[config.mk]
export PLATFORM = sky130hd
export DESIGN_NAME = ffha_ctrl_flat
export DESIGN_NICKNAME = d
export VERILOG_FILES = /design/src/hdl/ffha_pkg.sv /design/src/hdl/ffha_req_if.sv /design/src/hdl/ffha_rsp_if.sv /design/src/hdl/ffha_ctrl.sv /design/src/flat_wrapper.sv
export SDC_FILE = /design/constraint.sdc
export NUM_CORES = 1
export LEC_CHECK = 0
export BUFFER_PORTS_ARGS = -buffer_cell sky130_fd_sc_hd__buf_2
export CAP_MARGIN = 20
export CELL_PAD_IN_SITES_DETAIL_PLACEMENT = 0
export CELL_PAD_IN_SITES_GLOBAL_PLACEMENT = 1
export CORE_MARGIN = 2
export CORE_UTILIZATION = 40
export DETAILED_ROUTE_END_ITERATION = 8
export PLACE_DENSITY_LB_ADDON = 0.05
export SLEW_MARGIN = 15
export SYNTH_ARGS = -nofsm -noshare
export SYNTH_HDL_FRONTEND = slang
export SYNTH_SLANG_ARGS = --single-unit
[constraint.sdc]
create_clock -name clk -period 4.01 [get_ports clk]
set_input_delay 0.2005 -clock clk [delete_from_list [all_inputs] [get_ports clk]]
set_output_delay 0.2005 -clock clk [all_outputs]
set_load 0.01 [all_outputs]
[src/hdl/ffha_pkg.sv]
// ----------------------------------------------------------------------------
// ffha_pkg
// Shared sizes, header layout, memory request and sequencer states of the
// first-fit heap allocator.
// ----------------------------------------------------------------------------
`default_nettype none

package ffha_pkg;

	// heap geometry
	localparam int HEAP_SIZE    = 4096;
	localparam int HDR_BYTES    = 8;
	localparam int ADDR_W       = $clog2(HEAP_SIZE);
	localparam int SIZE_W       = ADDR_W;

	// transaction field widths
	localparam int REQ_W        = 13;
	localparam int OFF_W        = 12;

	// working width for offset sums and compares
	localparam int NXT_A        = ADDR_W + 2;
	localparam int NXT_B        = ((OFF_W > REQ_W) ? OFF_W : REQ_W) + 1;
	localparam int NXT_W        = (NXT_A > NXT_B) ? NXT_A : NXT_B;

	// request kinds
	localparam logic KIND_ALLOC   = 1'b0;
	localparam logic KIND_RELEASE = 1'b1;

	// one header entry
	typedef struct packed {
		logic              free;
		logic [SIZE_W-1:0] size;
	} hdr_t;

	localparam hdr_t HDR_RESET = '{free: 1'b1, size: SIZE_W'(HEAP_SIZE - HDR_BYTES)};

	// header memory access, one per cycle
	typedef struct packed {
		logic              en;
		logic              we;
		logic [ADDR_W-1:0] addr;
		hdr_t              wdata;
	} mem_req_t;

	// sequencer states
	typedef enum logic [3:0] {
		ST_IDLE,
		ST_A_RD,
		ST_A_CHK,
		ST_A_WR1,
		ST_A_WR2,
		ST_R_RD,
		ST_R_MOD,
		ST_M_RDA,
		ST_M_LDA,
		ST_M_RDB,
		ST_M_CHK,
		ST_DONE
	} state_t;

endpackage

`default_nettype wire

[src/hdl/ffha_req_if.sv]
// ----------------------------------------------------------------------------
// ffha_req_if
// Request channel: allocate or release transaction with valid/ready.
// ----------------------------------------------------------------------------
`default_nettype none

interface ffha_req_if;
	logic                       valid;
	logic                       ready;
	logic                       kind;
	logic [ffha_pkg::REQ_W-1:0] request_size;
	logic [ffha_pkg::OFF_W-1:0] release_offset;

	modport source (output valid, output kind, output request_size,
		output release_offset, input ready);
	modport sink (input valid, input kind, input request_size,
		input release_offset, output ready);
endinterface

`default_nettype wire

[src/hdl/ffha_rsp_if.sv]
// ----------------------------------------------------------------------------
// ffha_rsp_if
// Result channel: grant flag and payload offset with valid/ready.
// ----------------------------------------------------------------------------
`default_nettype none

interface ffha_rsp_if;
	logic                       valid;
	logic                       ready;
	logic                       granted;
	logic [ffha_pkg::OFF_W-1:0] payload_offset;

	modport source (output valid, output granted, output payload_offset,
		input ready);
	modport sink (input valid, input granted, input payload_offset,
		output ready);
endinterface

`default_nettype wire

[src/hdl/ffha_ctrl.sv]
// ----------------------------------------------------------------------------
// ffha_ctrl
// Sequencer and datapath: walks the header chain for allocation, splits
// blocks, and runs the merge sweep after a release. Holds the result register.
// ----------------------------------------------------------------------------
`default_nettype none

module ffha_ctrl (
	input  wire                       clk,
	input  wire                       arst_n,
	ffha_req_if.sink                  req,
	ffha_rsp_if.source                rsp,
	output ffha_pkg::mem_req_t        mem_req,
	input  wire ffha_pkg::hdr_t       rd_data
);

	localparam int                NW     = ffha_pkg::NXT_W;
	localparam int                AW     = ffha_pkg::ADDR_W;
	localparam int                SW     = ffha_pkg::SIZE_W;
	localparam int                OW     = ffha_pkg::OFF_W;
	localparam logic [NW-1:0]     HDR_N  = NW'(ffha_pkg::HDR_BYTES);
	localparam logic [NW-1:0]     HEAP_N = NW'(ffha_pkg::HEAP_SIZE);

	ffha_pkg::state_t             state_q, state_d;

	logic [AW-1:0]                h_q;
	logic [AW-1:0]                b_q;
	logic [AW-1:0]                r_q;
	logic [ffha_pkg::REQ_W-1:0]   want_q;
	logic [SW-1:0]                asize_q;
	logic                         afree_q;
	logic [SW-1:0]                wsize_q;
	logic [SW-1:0]                rest_q;
	logic                         split_q;
	logic                         r_ok_q;
	logic                         res_granted_q;
	logic [OW-1:0]                res_off_q;
	logic                         out_valid_q;
	logic                         out_granted_q;
	logic [OW-1:0]                out_off_q;

	logic                         accept;
	logic                         out_free;
	logic [NW-1:0]                rel_h;
	logic                         rel_bad;
	logic                         fit;
	logic [NW-1:0]                diff;
	logic                         split;
	logic [NW-1:0]                r_sum;
	logic [NW-1:0]                merged;
	logic                         do_merge;
	logic [AW-1:0]                nx_base;
	logic [SW-1:0]                nx_size;
	logic [NW-1:0]                nxt;
	logic                         nx_end;

	assign accept   = req.valid && req.ready;
	assign out_free = !out_valid_q || rsp.ready;

	// release offset check
	assign rel_h   = NW'(req.release_offset) - HDR_N;
	assign rel_bad = (NW'(req.release_offset) < HDR_N) || (rel_h >= HEAP_N);

	// fit test and split arithmetic on the header just read
	assign fit   = rd_data.free && (NW'(rd_data.size) >= NW'(want_q));
	assign diff  = NW'(rd_data.size) - NW'(want_q);
	assign split = diff >= HDR_N;
	assign r_sum = NW'(h_q) + HDR_N + NW'(want_q);

	// merge of two adjacent free blocks
	assign merged   = NW'(asize_q) + NW'(rd_data.size) + HDR_N;
	assign do_merge = afree_q && rd_data.free;

	// next header offset along the chain
	always_comb begin
		nx_base = h_q;
		nx_size = rd_data.size;
		if (state_q == ffha_pkg::ST_M_CHK) begin
			if (do_merge) begin
				nx_base = h_q;
				nx_size = SW'(merged);
			end else begin
				nx_base = b_q;
			end
		end
	end

	assign nxt    = NW'(nx_base) + HDR_N + NW'(nx_size);
	assign nx_end = nxt >= HEAP_N;

	// next state
	always_comb begin
		state_d = state_q;
		unique case (state_q)
			ffha_pkg::ST_IDLE: begin
				if (req.valid) begin
					if (req.kind == ffha_pkg::KIND_RELEASE) begin
						state_d = rel_bad ? ffha_pkg::ST_DONE : ffha_pkg::ST_R_RD;
					end else begin
						state_d = ffha_pkg::ST_A_RD;
					end
				end
			end
			ffha_pkg::ST_A_RD:  state_d = ffha_pkg::ST_A_CHK;
			ffha_pkg::ST_A_CHK: begin
				if (fit) begin
					state_d = ffha_pkg::ST_A_WR1;
				end else begin
					state_d = nx_end ? ffha_pkg::ST_DONE : ffha_pkg::ST_A_RD;
				end
			end
			ffha_pkg::ST_A_WR1: begin
				state_d = (split_q && r_ok_q) ? ffha_pkg::ST_A_WR2 : ffha_pkg::ST_DONE;
			end
			ffha_pkg::ST_A_WR2: state_d = ffha_pkg::ST_DONE;
			ffha_pkg::ST_R_RD:  state_d = ffha_pkg::ST_R_MOD;
			ffha_pkg::ST_R_MOD: state_d = ffha_pkg::ST_M_RDA;
			ffha_pkg::ST_M_RDA: state_d = ffha_pkg::ST_M_LDA;
			ffha_pkg::ST_M_LDA: state_d = nx_end ? ffha_pkg::ST_DONE : ffha_pkg::ST_M_RDB;
			ffha_pkg::ST_M_RDB: state_d = ffha_pkg::ST_M_CHK;
			ffha_pkg::ST_M_CHK: state_d = nx_end ? ffha_pkg::ST_DONE : ffha_pkg::ST_M_RDB;
			ffha_pkg::ST_DONE:  state_d = out_free ? ffha_pkg::ST_IDLE : ffha_pkg::ST_DONE;
			default:            state_d = ffha_pkg::ST_IDLE;
		endcase
	end

	// memory access per state
	always_comb begin
		mem_req = '0;
		unique case (state_q)
			ffha_pkg::ST_A_RD, ffha_pkg::ST_R_RD, ffha_pkg::ST_M_RDA: begin
				mem_req.en   = 1'b1;
				mem_req.addr = h_q;
			end
			ffha_pkg::ST_A_WR1: begin
				mem_req.en    = 1'b1;
				mem_req.we    = 1'b1;
				mem_req.addr  = h_q;
				mem_req.wdata = '{free: 1'b0, size: wsize_q};
			end
			ffha_pkg::ST_A_WR2: begin
				mem_req.en    = 1'b1;
				mem_req.we    = 1'b1;
				mem_req.addr  = r_q;
				mem_req.wdata = '{free: 1'b1, size: rest_q};
			end
			ffha_pkg::ST_R_MOD: begin
				mem_req.en    = 1'b1;
				mem_req.we    = 1'b1;
				mem_req.addr  = h_q;
				mem_req.wdata = '{free: 1'b1, size: rd_data.size};
			end
			ffha_pkg::ST_M_RDB: begin
				mem_req.en   = 1'b1;
				mem_req.addr = b_q;
			end
			ffha_pkg::ST_M_CHK: begin
				if (do_merge) begin
					mem_req.en    = 1'b1;
					mem_req.we    = 1'b1;
					mem_req.addr  = h_q;
					mem_req.wdata = '{free: 1'b1, size: SW'(merged)};
				end
			end
			ffha_pkg::ST_IDLE, ffha_pkg::ST_A_CHK, ffha_pkg::ST_M_LDA,
			ffha_pkg::ST_DONE: begin
				mem_req = '0;
			end
			default: mem_req = '0;
		endcase
	end

	assign req.ready = (state_q == ffha_pkg::ST_IDLE);

	// state register
	always_ff @(posedge clk or negedge arst_n) begin
		if (!arst_n) begin
			state_q <= ffha_pkg::ST_IDLE;
		end else begin
			state_q <= state_d;
		end
	end

	// walk and split registers
	always_ff @(posedge clk) begin
		unique case (state_q)
			ffha_pkg::ST_IDLE: begin
				if (accept) begin
					want_q        <= req.request_size;
					h_q           <= (req.kind == ffha_pkg::KIND_RELEASE) ? AW'(rel_h) : '0;
					res_granted_q <= 1'b0;
					res_off_q     <= '0;
				end
			end
			ffha_pkg::ST_A_CHK: begin
				if (fit) begin
					split_q       <= split;
					wsize_q       <= split ? SW'(want_q) : rd_data.size;
					rest_q        <= SW'(diff - HDR_N);
					r_q           <= AW'(r_sum);
					r_ok_q        <= r_sum < HEAP_N;
					res_granted_q <= 1'b1;
					res_off_q     <= OW'(NW'(h_q) + HDR_N);
				end else begin
					h_q <= AW'(nxt);
				end
			end
			ffha_pkg::ST_R_MOD: begin
				h_q           <= '0;
				res_granted_q <= 1'b1;
				res_off_q     <= '0;
			end
			ffha_pkg::ST_M_LDA: begin
				asize_q <= rd_data.size;
				afree_q <= rd_data.free;
				b_q     <= AW'(nxt);
			end
			ffha_pkg::ST_M_CHK: begin
				if (do_merge) begin
					asize_q <= SW'(merged);
				end else begin
					h_q     <= b_q;
					asize_q <= rd_data.size;
					afree_q <= rd_data.free;
				end
				b_q <= AW'(nxt);
			end
			ffha_pkg::ST_A_RD, ffha_pkg::ST_A_WR1, ffha_pkg::ST_A_WR2,
			ffha_pkg::ST_R_RD, ffha_pkg::ST_M_RDA, ffha_pkg::ST_M_RDB,
			ffha_pkg::ST_DONE: begin
				h_q <= h_q;
			end
			default: h_q <= h_q;
		endcase
	end

	// result register, valid bit
	always_ff @(posedge clk or negedge arst_n) begin
		if (!arst_n) begin
			out_valid_q <= 1'b0;
		end else if ((state_q == ffha_pkg::ST_DONE) && out_free) begin
			out_valid_q <= 1'b1;
		end else if (rsp.ready) begin
			out_valid_q <= 1'b0;
		end
	end

	// result register, payload
	always_ff @(posedge clk) begin
		if ((state_q == ffha_pkg::ST_DONE) && out_free) begin
			out_granted_q <= res_granted_q;
			out_off_q     <= res_off_q;
		end
	end

	assign rsp.valid          = out_valid_q;
	assign rsp.granted        = out_granted_q;
	assign rsp.payload_offset = out_off_q;

endmodule

`default_nettype wire

[src/flat_wrapper.sv]
// flat-port wrapper written by rule: the top's interface ports become plain ports
module ffha_ctrl_flat 
  (clk, arst_n, mem_req, rd_data, req_valid, req_kind, req_request_size, req_release_offset, req_ready, rsp_valid, rsp_granted, rsp_payload_offset, rsp_ready);
  ffha_req_if req_i ();
  ffha_rsp_if rsp_i ();
  input  wire clk;
  input  wire arst_n;
  output ffha_pkg::mem_req_t mem_req;
  input  wire ffha_pkg::hdr_t rd_data;
  input wire logic [$bits(req_i.valid)-1:0] req_valid;
  input wire logic [$bits(req_i.kind)-1:0] req_kind;
  input wire logic [$bits(req_i.request_size)-1:0] req_request_size;
  input wire logic [$bits(req_i.release_offset)-1:0] req_release_offset;
  output wire logic [$bits(req_i.ready)-1:0] req_ready;
  output wire logic [$bits(rsp_i.valid)-1:0] rsp_valid;
  output wire logic [$bits(rsp_i.granted)-1:0] rsp_granted;
  output wire logic [$bits(rsp_i.payload_offset)-1:0] rsp_payload_offset;
  input wire logic [$bits(rsp_i.ready)-1:0] rsp_ready;
  assign req_i.valid = req_valid;
  assign req_i.kind = req_kind;
  assign req_i.request_size = req_request_size;
  assign req_i.release_offset = req_release_offset;
  assign req_ready = req_i.ready;
  assign rsp_valid = rsp_i.valid;
  assign rsp_granted = rsp_i.granted;
  assign rsp_payload_offset = rsp_i.payload_offset;
  assign rsp_i.ready = rsp_ready;
  ffha_ctrl u_core (.clk(clk), .arst_n(arst_n), .req(req_i), .rsp(rsp_i), .mem_req(mem_req), .rd_data(rd_data));
endmodule
# Word level (Yosys, flattened, before mapping)
# Cells that the tools add are included.
[word_totals]
regBits = 119
elab_cells = 103
[classes]
add_sub_neg = 9
magnitude_cmp = 6
n_eq_ne = 16
muxes = 34
reduce_logical = 22
[ops]
columns = ["operator", "n"]
rows = [
  ["$mux 12", 10],
  ["$pmux 12 s4", 2],
  ["$pmux 13 s4", 1],
  ["$pmux 4 s11", 1],
  ["$pmux 12 s3", 1],
  ["$ge 14x13->1 const B", 2],
  ["$mux 4", 7],
  ["$mux 27", 1],
  ["$add 12x4->13 const B", 2],
  ["$pmux 12 s2", 1],
  ["$eq 4x3->1 const B", 4],
  ["$eq 4x4->1 const B", 4],
  ["$add 14x12->14", 1],
  ["$add 14x13->14", 1],
  ["$ge 14x4->1 const B", 1],
  ["$lt 14x13->1 const B", 1],
  ["$sub 12x13->14", 1],
  ["$ge 12x13->1", 1],
  ["$sub 12x4->13 const B", 1],
  ["$add 12x12->12", 1],
  ["$add 12x4->12 const B", 1],
  ["$lt 12x4->1 const B", 1],
  ["$sub 12x4->12 const B", 1],
  ["$eq 4x2->1 const B", 2],
  ["other kinds (20)", 38],
]

# Logic depth before layout (Yosys ltp)
# Gate-level depths: netlist of run 1.
[logic_depth]
ltp_word = 9
mapped_depth = 20
depth_no_buf = 19

# Worst setup path after synthesis of run 1
# Ideal clock, no wire load.
[synth_path]
path_kind = "register -> register"
start = "register u_core.want_q[0] (netlist name)"
end = "register u_core.r_ok_q (enable)"
arrival_time_ns = 3.501
required_ns = 3.576
slack_ns = 0.075
stages_incl_launch_ff = 9
path_buffers = 0
synth_period_minus_slack_ns = 3.935
cell_sequence = "edfxtp_1 > ha_1 > fa_1 > nor2b_1 > o211a_1 > o221ai_4 > o21ai_1 > o41ai_1 > nor2_1"
[synth_via]
elab_chain_cells = 3
[synth_rtl]
columns = ["item", "line", "rtl"]
rows = [
  ["from (decl)", "ffha_ctrl.sv:29", "logic [ffha_pkg::REQ_W-1:0] want_q;"],
  ["from (signal assigned)", "ffha_ctrl.sv:189", "want_q <= req.request_size;"],
  ["$ge 12x13->1", "ffha_ctrl.sv:65", "assign fit = rd_data.free && (NW'(rd_data.size) >= NW'(want_q));"],
  ["$logic_and 1x1->1", "ffha_ctrl.sv:65", ""],
  ["$reduce_and 2->1 (no source line)", "-", ""],
  ["to (signal assigned)", "ffha_ctrl.sv:201", "r_ok_q <= r_sum < HEAP_N;"],
  ["to (decl)", "ffha_ctrl.sv:35", "logic r_ok_q;"],
]
# No other way between the ends.
# A chain may end at the register's enable or synchronous reset.

# Worst setup path after layout of run 1
[layout_path]
start = "register u_core.asize_q[1]"
end = "register u_core.h_q[11], data pin"
[layout_via]
elab_chain_cells = 7
[layout_rtl]
columns = ["item", "line", "rtl"]
rows = [
  ["from (decl)", "ffha_ctrl.sv:30", "logic [SW-1:0] asize_q;"],
  ["from (signal assigned)", "ffha_ctrl.sv:214", "asize_q <= rd_data.size;"],
  ["from (signal assigned)", "ffha_ctrl.sv:220", "asize_q <= SW'(merged);"],
  ["from (signal assigned)", "ffha_ctrl.sv:223", "asize_q <= rd_data.size;"],
  ["$add 12x12->12", "ffha_ctrl.sv:71", "assign merged = NW'(asize_q) + NW'(rd_data.size) + HDR_N;"],
  ["$add 12x4->12", "ffha_ctrl.sv:71", ""],
  ["$mux 12", "ffha_ctrl.sv:79", "if (do_merge) begin"],
  ["$mux 12", "ffha_ctrl.sv:78", "if (state_q == ffha_pkg::ST_M_CHK) begin"],
  ["net u_core.nx_size[7]", "ffha_ctrl.sv:53", "logic [SW-1:0] nx_size;"],
  ["$add 14x12->14", "ffha_ctrl.sv:88", "assign nxt = NW'(nx_base) + HDR_N + NW'(nx_size);"],
  ["net u_core.nxt[11]", "ffha_ctrl.sv:54", "logic [NW-1:0] nxt;"],
  ["$mux 12", "ffha_ctrl.sv:196", "if (fit) begin"],
  ["$pmux 12 s4", "ffha_ctrl.sv:186", "unique case (state_q)"],
  ["to (signal assigned)", "ffha_ctrl.sv:190", "h_q <= (req.kind == ffha_pkg::KIND_RELEASE) ? AW'(rel_h) : '0;"],
  ["to (signal assigned)", "ffha_ctrl.sv:205", "h_q <= AW'(nxt);"],
  ["to (signal assigned)", "ffha_ctrl.sv:222", "h_q <= b_q;"],
  ["to (decl)", "ffha_ctrl.sv:26", "logic [AW-1:0] h_q;"],
]
# The timed path passes the listed nets, and every way through them passes these cells. The select of a mux whose other input is x is not followed.

==> metrics, run 1 <==
status=finished clean; Worst EP arrival=4.07 ns; total congestion overflow=0; Hold EP=u_core.afree_q; Seq. cell area=3548 um2; Cell Rows=52; Synth Register Bits=119; crit-path max FO=3; Finished Cell Area=10140 um2; DRT iter0 DRCs=757; antenna cells=0; Main synth FF type=edfxtp_1; Crit path max-delay family=compound AO/OA/AOI/OAI gates; Avg Inst Size Synth=10.09 um2; Worst path max stage delay=0.38 ns; hold_ws=0.09497 ns; Buf+Inv Stages, Crit Path=1; first-pass GRT wire length=38.51 mm; Hold Crit Class=primary input to flip-flop; GP Congestion=0.8976; area of the multi-input gates=4507 um2; clock tree buffer depth=2; CP max-delay cell=fa_2; Seq/Total Area, Yosys=42.85%; Req. time, crit path=4.19 ns; Synth area leader=edfxtp_1; die width=147.9 um; Synth Area in Adders=10.34%; vias per cell=5.650; Remaining DRCs=0; I/O pins=85; Final ANT Viol Nets=0; crit path launch type=flip-flop; met2 GRT Util=37.23%; fraction of layout cells with a size suffix above 1=22.53%; largest net degree at the start of global routing=29; 1st-pass router iterations=7; busiest grt layer=met2; post-synthesis instance total=821; setup violators final=0; xor/xnor share of the synthesized area=6.679%; # fillers=1888; GR Util met1=33.57%; worst clock skew=0.007938 ns; Synth Area in Compound Gates=16.76%; commonest non-fill, non-tap cell in the layout=edfxtp_1; CP startpoint=u_core.asize_q[1]; Synth Net Count=930; Hold Crit Depth=1; distinct cell type count of the synthesized netlist=78; Worst setup EP type=flip-flop; Peak Freq=0.2573 GHz; PwrDens=769.3 nW/um2; asr flop ratio synth=4.202%; GR Layer Usage met3=4.228%; largest family of logic cells by synthesized area=compound AO/OA/AOI/OAI gates; area grow syn2layout=22.41%; reg-to-reg startpoint=u_core.asize_q[1]; Post-synth EDFFs=114; max-capacitance violation count=0; dpl hpwl=20.27 mm; CTS tree=built; kind of critical path=flip-flop to flip-flop; setup slack, reg-to-reg=0.12 ns; H-tree levels=4; most frequent cells in the layout=edfxtp_1, nand2_1, buf_2; placed inst area=9245 um2; RSZ-0062 raised after global routing=yes; Reg clk slew, reported paths=0.06 ns; top cells by area, synth=edfxtp_1, ha_1, nand2_1; Port Buffer Count=84; fin crit share=96.92%; number of clock sinks=119; Core Footprint=20300 um2; yosys warns=0; Slew HR=25.11%; initial antenna violation count=0; cell area after synthesis=8280 um2; crit-path cells=ha_1, ha_2, inv_2, fa_2, nor2b_2, o21ai_2, a21oi_2, nor2_2, xor2_1, o21ai_1, ha_1, and3_4, a21oi_2, o21ai_2, o41ai_2, xnor2_1, a221o_1; Worst Max-Slew Pin Slew=1.116 ns; worst r2r dst=u_core.h_q[11]; mux share of post-synthesis cell area=3.052%; post-synthesis simple-gate area fraction=15.76%; initial core utilization=40.79%; vias=6966; final core utilization=49.93%; VDD IR max=0.3666 mV; clock root buffer=clkbuf_16; Routed wire per std cell=21.03 um; GRT Overall Usage=23.58%; hold_sp=rd_data[12]; leakage=0.004278 uW; clock buffer count from CTS=17; worst skew pair latency=0.43 ns; Yosys top cell area share=41.34%; Final nets=1059; max-slew violation count=0; vias in the first global route=6646; height of the die=147.9 um; die area=21870 um2; reg2reg path depth=17; Final Hold Viols=0; final critical-path required period=3.886 ns; DRT Wirelength=25.93 mm
## kinds of logic after synthesis
logic type,Yosys count
fa+ha+maj,66
simple gates,267
xor+xnor,61
flops,119
buf+inv,94
mux,21
compound gates,193
## cell type report
class / count / share of cell area (%)
clock inverters: 15 / 1.555
clock buffers: 17 / 4.197
repair buffers: 143 / 9.184
multi-input cells: 608 / 44.46
well taps: 270 / 3.333
inverters: 61 / 2.259
flip-flops and latches: 119 / 35.01
## metrics by stage
stage                     total power [uW]  setup WS [ns]  setup TNS [ns]  cells
after floorplan                       4743        0.07502               0    821
after global placement                5987        0.08069               0   1184
after detailed placement              6038        0.01200               0   1184
after CTS                             7610        0.05022               0   1230
after global routing                  8305       -0.08247         -0.1164   1233
final                                 7797         0.1237               0   1233
## where the power goes
| part | switching [uW] | internal, uW | leakage (uW) |
|---|---|---|---|
| Sequential | 302 | 1900 | 0.00111 |
| Combinational | 2380 | 1690 | 0.00288 |
| Clock | 644 | 880 | 0.000282 |
## worst max path at each step
stage,to,slack [ns],cells after the start
floorplan,u_core.r_ok_q,0.08,8
detailed placement,u_core.h_q[11],0.01,17
CTS,u_core.h_q[10],0.05,13
global placement,u_core.h_q[11],0.08,18
global route,u_core.h_q[11],-0.08,17
finish,u_core.h_q[11],0.12,17
## flip-flops by register name, summed over array words and instances (netlist names)
name and count:
u_core.want_q 13, u_core.asize_q 12, u_core.b_q 12, u_core.h_q 12, u_core.r_q 12, u_core.res_off_q 12
u_core.rest_q 12, u_core.rsp.payload_offset 12, u_core.wsize_q 12, u_core.state_q 4, u_core.afree_q 1, u_core.r_ok_q 1
u_core.res_granted_q 1, u_core.rsp.granted 1, u_core.rsp.valid 1, u_core.split_q 1
## metal layers
| metal | vias to the layer above | wire (um) |
|---|---|---|
| li1 | 3317 | - |
| met1 | 3350 | 11780 |
| met2 | 268 | 11960 |
| met3 | 31 | 1695 |
| met4 | 0 | 481 |
| met5 | - | 0 |
## Yosys cell counts, drive strengths merged, types with 4 or more instances
library cell  number
nor3              22
xor2              20
fa                 4
mux2i             11
a21o               7
a222oi            24
nand4              4
a31oi             10
or2                9
ha                62
nor2              53
nand3             20
xnor2             41
and2              15
o31a               4
or3                7
buf                7
inv               61
o21a               7
a211oi             4
o31ai              4
nand2b             8
nor2b             14
and3               5
clkbuf            26
a21oi             38
mux2              10
o21ai             48
dfrtp              5
o21bai             4
edfxtp           114
nand2             95
o41ai              5
a221o              8
## what timing repair did
action / CTS / global route
endpoints found under the hold margin: 18 / 0
pin swaps: 0 / 15
setup buffers: 0 / 2
resized for setup: 1 / 26
endpoints found under the setup margin: 1 / 5
hold buffers: 14 / 0
Power figures use the tool's default switching activity.
==> run 2, diff against run 1 <==
--- a/config.mk
+++ b/config.mk
@@ -9,7 +9,6 @@
 export CAP_MARGIN = 20
 export CELL_PAD_IN_SITES_DETAIL_PLACEMENT = 0
 export CELL_PAD_IN_SITES_GLOBAL_PLACEMENT = 1
-export CORE_MARGIN = 2
 export CORE_UTILIZATION = 40
 export DETAILED_ROUTE_END_ITERATION = 8
 export PLACE_DENSITY_LB_ADDON = 0.05
==> run 2 against run 1 <==
Cell count is essentially flat; die area shrank 2.7%; non-clock buffer count is 1 lower; critical path depth is 4 lower; maximum frequency up 0.64%; clock skew increased by 0.00081 ns; first-iteration DRC count fell by 34%; clock power grew 3%; global-route usage up 0.90 points; critical endpoint is now u_core.h_q[10]; largest power group unchanged; highest routed layer unchanged.
==> metrics, run 2 (synthesis gave the netlist of run 1 again) <==
Seq pwr share=27.8%; Final ANT Viol Nets=0; GP Congestion=0.9089; crit path launch type=flip-flop; most frequent cells in the layout=edfxtp_1, nand2_1, buf_2; switching portion of total power=42.51%; vias per cell=5.611; leakage=0.004287 uW; GRT Overall Usage=24.48%; status=finished clean; fin crit share=96.30%; vias in the first global route=6738; final critical-path required period=3.861 ns; height of the die=145.9 um; I/O pins=85; Reg clk slew, reported paths=0.06 ns; Largest Register=u_core.want_q; kind of critical path=flip-flop to flip-flop; die area=21280 um2; Req. time, crit path=4.18 ns; Logic pwr share=52.5%; placed inst area=9253 um2; Hold Crit Class=primary input to flip-flop; H-tree levels=4; clock share of power=19.8%; VDD IR max=0.3208 mV; setup_tns=0 ns; DRT Wirelength=25.41 mm; dpl hpwl=19.77 mm; largest net degree at the start of global routing=29; Core Footprint=20230 um2; max-slew violation count=0; Slew HR=32.13%; setup violators final=0; clock root buffer=clkbuf_16; initial antenna violation count=0; total congestion overflow=0; Finished Cell Area=10130 um2; DRT iter0 DRCs=502; Worst setup EP type=flip-flop; fraction of layout cells with a size suffix above 1=22.14%; first-pass GRT wire length=39.10 mm; PwrDens=778.7 nW/um2; initial core utilization=40.92%; Peak Freq=0.2590 GHz; clock buffer count from CTS=17; hold_ws=0.04233 ns; Remaining DRCs=0; number of clock sinks=119; clock tree buffer depth=2; max FFs per register=13; vias=6913; 1st-pass router iterations=8; antenna cells=0; crit-path max FO=4; Worst EP arrival=4.03 ns; Final Hold Viols=0; die width=145.9 um; worst skew pair latency=0.42 ns; P_int=4535 uW; Port Buffer Count=84; area grow syn2layout=22.33%; commonest non-fill, non-tap cell in the layout=edfxtp_1; CTS tree=built; Worst Max-Slew Pin Slew=1.011 ns; Psw=3354 uW; worst clock skew=0.008747 ns; max-capacitance violation count=0; Cell Rows=52; Final nets=1058; Routed wire per std cell=20.63 um
[run 2: worst max-delay path: stages (launching register included)]
cell      delay, ns
edfxtp_1       0.36
ha_1           0.29
ha_2           0.19
inv_1          0.06
fa_2           0.54
o21ai_2        0.07
ha_1           0.34
nor2b_1        0.16
o31a_1         0.27
or4_4          0.43
a31o_4         0.27
a31oi_4        0.20
xnor2_2        0.09
a221o_1        0.34
[run 2: path summary, 6_finish.rpt]
path / from / to / slack (ns) / cells after the start
worst min register to register: u_core.res_off_q[1] / u_core.rsp.payload_offset[1] / 0.42 / 0
worst max-delay path: u_core.asize_q[1] / u_core.h_q[10] / 0.15 / 13
min in group asynchronous: arst_n / u_core.rsp.valid / 0.13 / 2
max in group asynchronous: arst_n / u_core.state_q[3] / 3.74 / 2
worst min-delay path: rd_data[12] / u_core.afree_q / 0.04 / 1
worst max register to register: u_core.asize_q[1] / u_core.h_q[10] / 0.15 / 13
[run 2: layout make-up]
cell class	instances	area [um2]
clock buffer	17	425.4
clock inverter	15	163.9
fill	1874	10100
inverter	61	229.0
multi-input combinational	608	4498
sequential	119	3548
tap	270	337.8
timing repair buffer	142	927.1
[run 2: routing by layer]
layer | share of wire, % | vias to the layer above | GRT usage (%) | wire (um)
li1 | - | 3321 | - | -
met2 | 47 | 210 | 39.35 | 11830
met4 | 2.2 | 0 | 8.000 | 571
met1 | 47 | 3345 | 33.82 | 11840
met5 | 0 | - | 0 | 0
met3 | 4.6 | 37 | 3.605 | 1171
[run 2: repair_timing]
item / 4_1_cts / 5_1_grt
hold buffers: 14 / 0
buffers inserted: 0 / 3
hold endpoints to repair: 18 / 0
endpoints found under the setup margin: 0 / 5
resized for setup: 0 / 29
[run 2: metrics by stage]
stage,setup WS [ns],util (%),total power (uW),std cells
2_1_floorplan,0.07502,-,4743,821
3_3_place_gp,0.07089,45.46,6003,1180
3_5_place_dp,0.02596,45.73,6093,1183
4_1_cts,0.02056,49.33,7679,1229
5_1_grt,-0.02477,50.06,8371,1232
6_report,0.1485,50.06,7888,1232
[run 2: power by group through the flow]
stage,sequential (uW),combinational (uW),clock (uW)
2_1_floorplan,2070,2680,0
3_3_place_gp,2200,3800,0
3_5_place_dp,2200,3890,0
4_1_cts,2180,3920,1580
5_1_grt,2220,4530,1620
6_report,2190,4140,1560
